`config.mk`:
```
export PLATFORM = sky130hd
export DESIGN_NAME = postfix_expression_evaluator_top
export DESIGN_NICKNAME = d
export VERILOG_FILES = /design/src/design/pexp_pkg.sv /design/src/design/pexp_div.sv /design/src/design/pexp_dp.sv /design/src/design/pexp_ctrl.sv /design/src/design/postfix_expression_evaluator_top.sv
export VERILOG_INCLUDE_DIRS = /design/src /design/src/design
export SDC_FILE = /design/constraint.sdc
export NUM_CORES = 2
export LEC_CHECK = 0
export BUFFER_PORTS_ARGS = -buffer_cell sky130_fd_sc_hd__buf_4
export CAP_MARGIN = 10
export CORE_MARGIN = 4
export CORE_UTILIZATION = 35
export DETAILED_ROUTE_END_ITERATION = 10
export PLACE_DENSITY = 0.48
export SLEW_MARGIN = 5
export SYNTH_ARGS = -nofsm -noshare
export SYNTH_HDL_FRONTEND = slang
export SYNTH_SLANG_ARGS = --single-unit
```
`constraint.sdc`:
```
create_clock -name clock -period 10.1 [get_ports clock]
set_input_delay 2.02 -clock clock [delete_from_list [all_inputs] [get_ports clock]]
set_output_delay 2.02 -clock clock [all_outputs]
set_load 0.005 [all_outputs]
```
`src/design/postfix_expression_evaluator_top_macros.svh`:
```
// ---------------------------------------------------------------------------
// Postfix expression evaluator assertion macros
// Concurrent assertion wrappers used by the evaluator's top-level RTL file.
// ---------------------------------------------------------------------------
`ifndef POSTFIX_EXPRESSION_EVALUATOR_TOP_MACROS_SVH
`define POSTFIX_EXPRESSION_EVALUATOR_TOP_MACROS_SVH

`ifndef NO_ASSERTIONS
`define PEXP_ASSERT_SAME(lbl, ante, cons) \
   lbl: assert property (@(posedge clock) disable iff (reset) (ante) |-> (cons)) \
      else $error("assertion failed");
`define PEXP_ASSERT_NEXT(lbl, ante, cons) \
   lbl: assert property (@(posedge clock) disable iff (reset) (ante) |=> (cons)) \
      else $error("assertion failed");
`else
`define PEXP_ASSERT_SAME(lbl, ante, cons)
`define PEXP_ASSERT_NEXT(lbl, ante, cons)
`endif

`endif

```
`src/design/pexp_pkg.sv`:
```
// ---------------------------------------------------------------------------
// Postfix expression evaluator package
// Shared types, character codes and sizes of the stack calculator.
// ---------------------------------------------------------------------------
package pexp_pkg;

   localparam int STACK_DEPTH = 16;
   localparam int CNT_W = $clog2(STACK_DEPTH + 1);
   localparam int IDX_W = $clog2(STACK_DEPTH);

   localparam logic [7:0] CH_ZERO  = 8'h30;
   localparam logic [7:0] CH_SPACE = 8'h20;
   localparam logic [7:0] CH_COMMA = 8'h2C;
   localparam logic [7:0] CH_MUL   = 8'h2A;
   localparam logic [7:0] CH_DIV   = 8'h2F;
   localparam logic [7:0] CH_ADD   = 8'h2B;
   localparam logic [7:0] CH_SUB   = 8'h2D;

   typedef enum logic [1:0] {
      ST_OK        = 2'd0,
      ST_UNDERFLOW = 2'd1,
      ST_DIVZERO   = 2'd2,
      ST_OVERFLOW  = 2'd3
   } status_code_type;

   typedef enum logic [2:0] {
      CLS_NUM_DIGIT = 3'd0,
      CLS_NUM_END   = 3'd1,
      CLS_OPERATOR  = 3'd2,
      CLS_SPACE     = 3'd3,
      CLS_LITERAL   = 3'd4
   } sym_class_type;

   typedef struct packed {
      logic [7:0] symbol;
      logic       is_last;
   } req_item_type;

   typedef struct packed {
      logic signed [31:0] value;
      status_code_type    status;
   } rsp_item_type;

   typedef struct packed {
      logic capture;
      logic acc_step;
      logic start_num;
      logic push_acc;
      logic push_char;
      logic op_under;
      logic rd_top;
      logic rd_second;
      logic exec;
      logic div_start;
      logic div_take;
      logic push_res;
      logic emit;
   } dp_cmd_type;

   typedef struct packed {
      sym_class_type sym_class;
      logic          count_lt2;
      logic          is_last;
      logic          op_is_div;
      logic          divisor_zero;
      logic          div_done;
   } dp_status_type;

endpackage

```
`src/design/pexp_div.sv`:
```
// ---------------------------------------------------------------------------
// Postfix expression evaluator divider
// Radix-2 restoring divider on magnitudes with truncation toward zero.
// ---------------------------------------------------------------------------
module pexp_div (
   input  logic        clock,
   input  logic        reset,
   input  logic        start,
   input  logic [31:0] dividend,
   input  logic [31:0] divisor,
   output logic        done,
   output logic [31:0] quotient
);
   logic [31:0] quo_ff, quo_in;
   logic [31:0] rem_ff, rem_in;
   logic [31:0] mag_ff, mag_in;
   logic        neg_ff, neg_in;
   logic [4:0]  cnt_ff, cnt_in;
   logic        busy_ff, busy_in;
   logic        done_ff, done_in;
   logic [32:0] trial;
   logic        fits;

   always_comb begin
      trial = {rem_ff, quo_ff[31]};
      fits = trial >= {1'b0, mag_ff};
      quo_in = quo_ff;
      rem_in = rem_ff;
      mag_in = mag_ff;
      neg_in = neg_ff;
      cnt_in = cnt_ff;
      busy_in = busy_ff;
      done_in = done_ff;
      if (start) begin
         quo_in = dividend[31] ? 32'd0 - dividend : dividend;
         mag_in = divisor[31] ? 32'd0 - divisor : divisor;
         neg_in = dividend[31] ^ divisor[31];
         rem_in = '0;
         cnt_in = '0;
         busy_in = 1'b1;
         done_in = 1'b0;
      end else if (busy_ff) begin
         rem_in = fits ? 32'(trial - {1'b0, mag_ff}) : trial[31:0];
         quo_in = {quo_ff[30:0], fits};
         cnt_in = cnt_ff + 5'd1;
         if (cnt_ff == 5'd31) begin
            busy_in = 1'b0;
            done_in = 1'b1;
         end
      end
   end

   always_ff @(posedge clock) begin
      quo_ff <= quo_in;
      rem_ff <= rem_in;
      mag_ff <= mag_in;
      neg_ff <= neg_in;
      cnt_ff <= cnt_in;
      if (reset) begin
         busy_ff <= 1'b0;
         done_ff <= 1'b0;
      end else begin
         busy_ff <= busy_in;
         done_ff <= done_in;
      end
   end

   assign done = done_ff;
   assign quotient = neg_ff ? 32'd0 - quo_ff : quo_ff;

endmodule

```
`src/design/pexp_dp.sv`:
```
// ---------------------------------------------------------------------------
// Postfix expression evaluator datapath
// Operand stack, number accumulator, arithmetic and result register.
// ---------------------------------------------------------------------------
module pexp_dp (
   input  logic                   clock,
   input  logic                   reset,
   input  pexp_pkg::req_item_type req_payload,
   input  pexp_pkg::dp_cmd_type   cmd,
   output pexp_pkg::dp_status_type status,
   output pexp_pkg::rsp_item_type rsp_payload
);
   import pexp_pkg::*;

   logic [31:0]     mem [STACK_DEPTH];
   req_item_type    item_ff;
   logic            in_number_ff, in_number_in;
   logic [31:0]     acc_ff, acc_in;
   logic [CNT_W-1:0] count_ff, count_in;
   status_code_type err_ff, err_in;
   logic [31:0]     t1_ff;
   logic [31:0]     rd_data_ff;
   logic [31:0]     res_ff;
   rsp_item_type    rsp_ff;

   logic [31:0]     char_val;
   logic [31:0]     acc_next;
   logic [31:0]     push_val;
   logic            push_en;
   logic            full;
   logic            rd_en;
   logic [CNT_W-1:0] rd_ptr;
   logic [31:0]     exec_val;
   logic            div_done;
   logic [31:0]     div_q;
   logic            is_op;

   pexp_div u_div (
      .clock    (clock),
      .reset    (reset),
      .start    (cmd.div_start),
      .dividend (rd_data_ff),
      .divisor  (t1_ff),
      .done     (div_done),
      .quotient (div_q)
   );

   always_comb begin
      char_val = {24'd0, item_ff.symbol} - {24'd0, CH_ZERO};
      acc_next = (acc_ff << 3) + (acc_ff << 1) + char_val;
      full = count_ff >= CNT_W'(STACK_DEPTH);
      push_en = cmd.push_acc | cmd.push_char | cmd.push_res;
      if (cmd.push_acc) begin
         push_val = acc_ff;
      end else if (cmd.push_char) begin
         push_val = char_val;
      end else begin
         push_val = res_ff;
      end
      rd_en = cmd.rd_top | cmd.rd_second;
      rd_ptr = count_ff - (cmd.rd_second ? CNT_W'(2) : CNT_W'(1));
      case (item_ff.symbol)
         CH_MUL:  exec_val = rd_data_ff * t1_ff;
         CH_DIV:  exec_val = '0;
         CH_ADD:  exec_val = rd_data_ff + t1_ff;
         default: exec_val = rd_data_ff - t1_ff;
      endcase
      is_op = (item_ff.symbol == CH_MUL) || (item_ff.symbol == CH_DIV) ||
              (item_ff.symbol == CH_ADD) || (item_ff.symbol == CH_SUB);
   end

   always_comb begin
      count_in = count_ff;
      acc_in = acc_ff;
      in_number_in = in_number_ff;
      err_in = err_ff;
      if (cmd.acc_step) begin
         acc_in = acc_next;
      end
      if (cmd.start_num) begin
         acc_in = '0;
         in_number_in = 1'b1;
      end
      if (cmd.push_acc) begin
         in_number_in = 1'b0;
      end
      if (push_en) begin
         if (full) begin
            if (err_ff == ST_OK) begin
               err_in = ST_OVERFLOW;
            end
         end else begin
            count_in = count_ff + CNT_W'(1);
         end
      end
      if (cmd.op_under) begin
         count_in = '0;
         if (err_ff == ST_OK) begin
            err_in = ST_UNDERFLOW;
         end
      end
      if (cmd.exec) begin
         count_in = count_ff - CNT_W'(2);
         if (item_ff.symbol == CH_DIV && t1_ff == 32'd0 && err_ff == ST_OK) begin
            err_in = ST_DIVZERO;
         end
      end
      if (cmd.emit) begin
         count_in = '0;
         acc_in = '0;
         in_number_in = 1'b0;
         err_in = ST_OK;
      end
   end

   always_ff @(posedge clock) begin
      if (reset) begin
         count_ff <= '0;
         acc_ff <= '0;
         in_number_ff <= 1'b0;
         err_ff <= ST_OK;
      end else begin
         count_ff <= count_in;
         acc_ff <= acc_in;
         in_number_ff <= in_number_in;
         err_ff <= err_in;
      end
   end

   always_ff @(posedge clock) begin
      if (push_en && !full) begin
         mem[count_ff[IDX_W-1:0]] <= push_val;
      end
      if (rd_en) begin
         rd_data_ff <= mem[rd_ptr[IDX_W-1:0]];
      end
   end

   always_ff @(posedge clock) begin
      if (cmd.capture) begin
         item_ff <= req_payload;
      end
      if (cmd.rd_second) begin
         t1_ff <= rd_data_ff;
      end
      if (cmd.exec) begin
         res_ff <= exec_val;
      end else if (cmd.div_take) begin
         res_ff <= div_q;
      end
      if (cmd.emit) begin
         rsp_ff.value <= (count_ff != '0) ? rd_data_ff : 32'd0;
         if (err_ff != ST_OK) begin
            rsp_ff.status <= err_ff;
         end else if (count_ff == '0) begin
            rsp_ff.status <= ST_UNDERFLOW;
         end else begin
            rsp_ff.status <= ST_OK;
         end
      end
   end

   always_comb begin
      if (in_number_ff) begin
         status.sym_class = (item_ff.symbol == CH_COMMA) ? CLS_NUM_END : CLS_NUM_DIGIT;
      end else if (is_op) begin
         status.sym_class = CLS_OPERATOR;
      end else if (item_ff.symbol == CH_SPACE) begin
         status.sym_class = CLS_SPACE;
      end else begin
         status.sym_class = CLS_LITERAL;
      end
      status.count_lt2 = count_ff < CNT_W'(2);
      status.is_last = item_ff.is_last;
      status.op_is_div = item_ff.symbol == CH_DIV;
      status.divisor_zero = t1_ff == 32'd0;
      status.div_done = div_done;
   end

   assign rsp_payload = rsp_ff;

endmodule

```
`src/design/pexp_ctrl.sv`:
```
// ---------------------------------------------------------------------------
// Postfix expression evaluator controller
// Sequences decode, stack access, arithmetic and result hand-off per item.
// ---------------------------------------------------------------------------
module pexp_ctrl (
   input  logic                    clock,
   input  logic                    reset,
   input  logic                    req_valid,
   output logic                    req_ready,
   output logic                    rsp_valid,
   input  logic                    rsp_ready,
   input  pexp_pkg::dp_status_type status,
   output pexp_pkg::dp_cmd_type    cmd
);
   import pexp_pkg::*;

   typedef enum logic [7:0] {
      S_IDLE      = 8'b0000_0001,
      S_DECODE    = 8'b0000_0010,
      S_RD_SECOND = 8'b0000_0100,
      S_EXEC      = 8'b0000_1000,
      S_DIV       = 8'b0001_0000,
      S_PUSH_RES  = 8'b0010_0000,
      S_FINISH    = 8'b0100_0000,
      S_EMIT      = 8'b1000_0000
   } state_type;

   state_type state_ff, state_in;
   logic      rsp_valid_ff, rsp_valid_in;

   always_comb begin
      state_in = state_ff;
      cmd = '0;
      req_ready = 1'b0;
      unique case (state_ff)
         S_IDLE: begin
            req_ready = 1'b1;
            if (req_valid) begin
               cmd.capture = 1'b1;
               state_in = S_DECODE;
            end
         end
         S_DECODE: begin
            state_in = S_FINISH;
            unique case (status.sym_class)
               CLS_NUM_DIGIT: cmd.acc_step = 1'b1;
               CLS_NUM_END:   cmd.push_acc = 1'b1;
               CLS_SPACE:     cmd.start_num = 1'b1;
               CLS_LITERAL:   cmd.push_char = 1'b1;
               CLS_OPERATOR: begin
                  if (status.count_lt2) begin
                     cmd.op_under = 1'b1;
                  end else begin
                     cmd.rd_top = 1'b1;
                     state_in = S_RD_SECOND;
                  end
               end
               default: state_in = S_FINISH;
            endcase
         end
         S_RD_SECOND: begin
            cmd.rd_second = 1'b1;
            state_in = S_EXEC;
         end
         S_EXEC: begin
            cmd.exec = 1'b1;
            if (status.op_is_div && !status.divisor_zero) begin
               cmd.div_start = 1'b1;
               state_in = S_DIV;
            end else begin
               state_in = S_PUSH_RES;
            end
         end
         S_DIV: begin
            if (status.div_done) begin
               cmd.div_take = 1'b1;
               state_in = S_PUSH_RES;
            end
         end
         S_PUSH_RES: begin
            cmd.push_res = 1'b1;
            state_in = S_FINISH;
         end
         S_FINISH: begin
            if (status.is_last) begin
               cmd.rd_top = 1'b1;
               state_in = S_EMIT;
            end else begin
               state_in = S_IDLE;
            end
         end
         S_EMIT: begin
            if (!rsp_valid_ff || rsp_ready) begin
               cmd.emit = 1'b1;
               state_in = S_IDLE;
            end
         end
         default: state_in = S_IDLE;
      endcase
   end

   always_comb begin
      rsp_valid_in = rsp_valid_ff;
      if (cmd.emit) begin
         rsp_valid_in = 1'b1;
      end else if (rsp_ready) begin
         rsp_valid_in = 1'b0;
      end
   end

   always_ff @(posedge clock) begin
      if (reset) begin
         state_ff <= S_IDLE;
         rsp_valid_ff <= 1'b0;
      end else begin
         state_ff <= state_in;
         rsp_valid_ff <= rsp_valid_in;
      end
   end

   assign rsp_valid = rsp_valid_ff;

endmodule

```
`src/design/postfix_expression_evaluator_top.sv`:
```
// ---------------------------------------------------------------------------
// Postfix expression evaluator
// Stack calculator that evaluates a postfix expression one byte per transfer.
//
// The req channel carries one expression byte and an is_last flag per
// transfer. After the transfer flagged is_last, one result (top of stack and
// a status code) leaves on the rsp channel; other transfers produce none.
// Digits, spaces, commas and literals pass from idle through decode and
// finish; * + - operators add second read, execute and push states, and a
// division by a nonzero divisor waits before push for the radix-2 divider,
// which retires one quotient bit per cycle. The last item goes from finish
// to an emit state that loads the top of stack and a status code into the
// output register and returns to idle as the result becomes valid.
// The stack is a 16-entry memory with one write and one registered read per
// cycle. Reset empties the stack, clears the error code and drops any pending
// result; no clearing pass is needed. While the receiver stalls, the result
// waits in the output register and further bytes are still accepted; a
// following last byte holds the block, and no byte is accepted, until the
// pending result has been transferred.
// ---------------------------------------------------------------------------
`include "postfix_expression_evaluator_top_macros.svh"

module postfix_expression_evaluator_top (
   input  logic                   clock,
   input  logic                   reset,
   input  logic                   req_valid,
   output logic                   req_ready,
   input  pexp_pkg::req_item_type req_payload,
   output logic                   rsp_valid,
   input  logic                   rsp_ready,
   output pexp_pkg::rsp_item_type rsp_payload
);
   import pexp_pkg::*;

   dp_cmd_type    cmd;
   dp_status_type status;

   pexp_ctrl u_ctrl (
      .clock     (clock),
      .reset     (reset),
      .req_valid (req_valid),
      .req_ready (req_ready),
      .rsp_valid (rsp_valid),
      .rsp_ready (rsp_ready),
      .status    (status),
      .cmd       (cmd)
   );

   pexp_dp u_dp (
      .clock       (clock),
      .reset       (reset),
      .req_payload (req_payload),
      .cmd         (cmd),
      .status      (status),
      .rsp_payload (rsp_payload)
   );

   `PEXP_ASSERT_NEXT(a_emit_shows_result, cmd.emit, rsp_valid)
   `PEXP_ASSERT_NEXT(a_busy_after_accept, req_valid && req_ready, !req_ready)
   `PEXP_ASSERT_NEXT(a_div_not_done_at_start, cmd.div_start, !status.div_done)
   `PEXP_ASSERT_SAME(a_result_from_emit, $rose(rsp_valid), $past(cmd.emit))

endmodule
```
==> results.sh <==
export IMPL_outcome="complete, no violations"
export IMPL_ctsHoldBuffers=0
export IMPL_synth_area_leaders="edfxtp_1, fa_1, mux4_2, ha_1, and2_1"
export IMPL_root_buffer="clkbuf_16"
export IMPL_final_max_slew_viol_count=0
export IMPL_cp_required_ns=10.52
export IMPL_rows=144
export IMPL_setup_viol=0
export IMPL_die_h_um=403.2
export IMPL_clkLatencyLatePin_ns=0.73
export IMPL_ys_types=86
export IMPL_p_per_area_mw_per_mm2=126.9
export IMPL_start_util_pct=35.36
export IMPL_leakagePower_nw=23.31
export IMPL_synth_area_per_cell_sq_um=11.89
export IMPL_ir_drop_mv=0.1471
export IMPL_yosysWarningCount=0
export IMPL_clk_pin_slew_worst_paths_ns=0.07
export IMPL_fin_crit_sh_pct=80.86
export IMPL_endpoint="u_dp.res_ff[31]"
export IMPL_yosysSeqAreaShare_pct=42.56
export IMPL_multiInputGateArea_sq_mm=0.02886
export IMPL_fill_cells=14810
export IMPL_htree_levels=3
export IMPL_mostFrequentLayoutCells="edfxtp_1, inv_1, nand2_1"
export IMPL_hold_class="reg2reg"
export IMPL_cts_resized=0
export IMPL_drt_iter0_drc=2927
export IMPL_post_cts_buffers=0
export IMPL_synth_cells=4597
export IMPL_ys_flop_type="edfxtp_1"
export IMPL_grt_max_degree=89
export IMPL_coreArea_sq_mm=0.1546
export IMPL_r2r_end="u_dp.res_ff[31]"
export IMPL_seq_area_sq_mm=0.02326
export IMPL_comb_power_share_pct=8.5
export IMPL_r2r_start="u_dp.t1_ff[6]"
export IMPL_die_width_um=403.2
export IMPL_area_delta_synth_final_pct=11.43
export IMPL_tightest_slew_ns=1.264
export IMPL_drive_gt1_share_pct=11.52
export IMPL_cts_tree="built"
export IMPL_synthArstFlopShare_pct=0
export IMPL_fin_worst_skew_ns=0.05452
export IMPL_port_buffers=48
export IMPL_rsz0062_at_grt="false"
export IMPL_vias=35610
export IMPL_seq_power_share_pct=47.1
export IMPL_r2r_setup_slack_ns=1.93
export IMPL_place_hpwl_um=113100
export IMPL_finalWirelength_um=166900
export IMPL_post_dp_cell_area_sq_mm=0.05777
export IMPL_place_congestion=0.8742
export IMPL_worstSetupPathType="reg2reg"
export IMPL_max_slew_margin_rel_pct=15.75
export IMPL_ant_nets=0
export IMPL_timing_setup_tns_ns=0
export IMPL_rr_worst_depth=23
export IMPL_fmax_ghz=0.1225
export IMPL_synth_top_area_share_pct=39.34
export IMPL_die_area_sq_mm=0.1625
export IMPL_cp_end_kind="register"
export IMPL_path_max_fanout=20
export IMPL_hold_violations=0
export IMPL_synth_seq_cells=804
export IMPL_cp_startpoint="u_dp.t1_ff[6]"
export IMPL_grt_overflow_total=0
export IMPL_first_pass_iters=6
export IMPL_wl_per_cell_um=24.75
export IMPL_vias_per_cell=5.280
export IMPL_synth_edf_count=716
export IMPL_grt_pass1_wl_um=248900
export IMPL_nets=5309
export IMPL_switchingPower_w=0.001867
export IMPL_switching_share_pct=24.17
export IMPL_syn_cell_area_sq_mm=0.05466
export IMPL_clkPwrFrac_pct=44.3
export IMPL_clockBufferDepth=3
export IMPL_cts_sinks=804
export IMPL_p_int_w=0.005858
export IMPL_grt_pass1_vias=36810
export IMPL_yosysTopAreaCell="edfxtp_1"
export IMPL_crit_arrival_ns=8.59
export IMPL_fin_util_pct=39.40
export IMPL_numCtsBuffers=94
export IMPL_period_minus_slack_ns=8.166
export IMPL_antenna_found_initial=8
export IMPL_io_pins=49
export IMPL_final_common_cell="edfxtp_1"
export IMPL_fin_area_sq_mm=0.06090
export IMPL_syn_num_nets=5282
export IMPL_track_usage_pct=20.66
export IMPL_max_cap_viol_count=0
export IMPL_cp_start_kind="register"
export IMPL_drc=0
## power groups by stage
stage               registers (W)  clock network (W)  logic, W
global placement          0.00371                  0  0.000658
global route              0.00364            0.00366  0.000730
finish                    0.00364            0.00342  0.000660
detailed placement        0.00371                  0  0.000659
floorplan                 0.00370                  0  0.000472
CTS                       0.00364            0.00353  0.000663
## layer usage
layer	track usage, %	part of all wire, %	routed length [um]	vias to the layer above
met5	0	0.0078	13	-
met4	6.097	3.2	5334	2
met3	3.816	6.2	10280	246
met2	33.52	47	77990	1041
met1	28.34	44	73320	18320
li1	-	-	-	16000
## worst max-delay path, stage by stage (launching register included)
cell      delay, ns
edfxtp_1       0.89
buf_4          0.42
and2_1         0.19
fa_1           0.43
fa_1           0.46
fa_1           0.56
inv_1          0.05
fa_1           0.48
inv_1          0.05
fa_1           0.49
inv_1          0.06
fa_1           0.53
inv_1          0.05
fa_1           0.51
fa_1           0.43
ha_1           0.38
a21oi_1        0.18
o21ai_0        0.11
a311oi_1       0.37
o221ai_1       0.23
a221oi_1       0.49
o21ai_0        0.21
xnor2_1        0.18
o221ai_1       0.13
## synthesized netlist by cell type, types with 10 or more instances
cell type  number
clkbuf_1      218
a211oi_1       37
edfxtp_1      716
xor2_1         99
a21oi_1       224
ha_1          232
or4_1          17
o31ai_1        31
fa_1          440
nand2b_1       34
o21ai_1        27
o21ai_0       132
or3_1          28
nor2b_1        51
nand2_1       444
o21a_1         21
a31oi_1        25
nand4_1        16
o41ai_1        10
nor4_1         12
a221oi_1       18
inv_1         477
xnor2_1       176
mux4_2        160
o21bai_1       16
a21o_1         48
mux2i_1        23
dfxtp_1        88
buf_2          16
and2_1        318
and3_1         18
nor2_1        168
nor3_1         53
o211ai_1       14
nand3_1        40
## how the worst min path moves through the flow
stage	start	to	slack, ns	cells after the start
finish	u_dp.acc_ff[3]	u_dp.acc_ff[3]	0.46	2
global route	u_dp.acc_ff[3]	u_dp.acc_ff[3]	0.49	2
CTS	u_dp.acc_ff[3]	u_dp.acc_ff[3]	0.46	2
detailed placement	u_dp.acc_ff[3]	u_dp.acc_ff[3]	0.45	2
global placement	u_dp.acc_ff[3]	u_dp.acc_ff[3]	0.45	2
floorplan	u_dp.acc_ff[3]	u_dp.acc_ff[3]	0.44	2
## layout make-up
| type | count | share of cell area, % |
|---|---|---|
| clock buffers | 115 | 4.025 |
| diodes | 6 | 0.02465 |
| multi-input cells | 3067 | 47.38 |
| clock inverters | 52 | 0.9800 |
| inverters | 478 | 2.946 |
| flip-flops and latches | 804 | 38.20 |
| well taps | 2044 | 4.199 |
| repair buffers | 179 | 2.246 |
## cell families (layout without fill, tap and decap cells)
family                   Yosys count  in the layout  synth area share, %
flip-flops                       804            804                42.56
AO/OA/AOI/OAI                    684            684                7.857
buffers and inverters            726            824                5.064
multiplexers                     186            186                7.076
adder cells (fa/ha/maj)          672            672                21.43
AND/OR/NAND/NOR                 1250           1250                11.61
XOR/XNOR                         275            275                4.407
other                              0              6                    0
## state kept, by name, indices dropped and copies added (netlist names), 2 cells and up
name and count:
u_dp.u_div.cnt_ff 5, u_dp.err_ff 2, u_dp.mem 512, u_dp.rd_data_ff 32
u_dp.item_ff 8, u_dp.u_div.mag_ff 32, u_dp.u_div.rem_ff 32, u_dp.rsp_payload 34
u_dp.t1_ff 32, u_dp.u_div.quo_ff 32, u_dp.res_ff 32, u_dp.count_ff 5
u_dp.acc_ff 32, u_ctrl.state_ff 8
## per-stage QoR
stage	std cells	total power (W)	hold WS [ns]	worst slack (ns)
2_1_floorplan	4597	0.004176	0.4363	3.002
5_1_grt	6739	0.008033	0.4920	1.614
6_report	6745	0.007726	0.4626	1.934
3_3_place_gp	6567	0.004370	0.4508	2.027
4_1_cts	6734	0.007831	0.4607	1.926
3_5_place_dp	6567	0.004371	0.4522	1.964
Power figures use the tool's default switching activity.
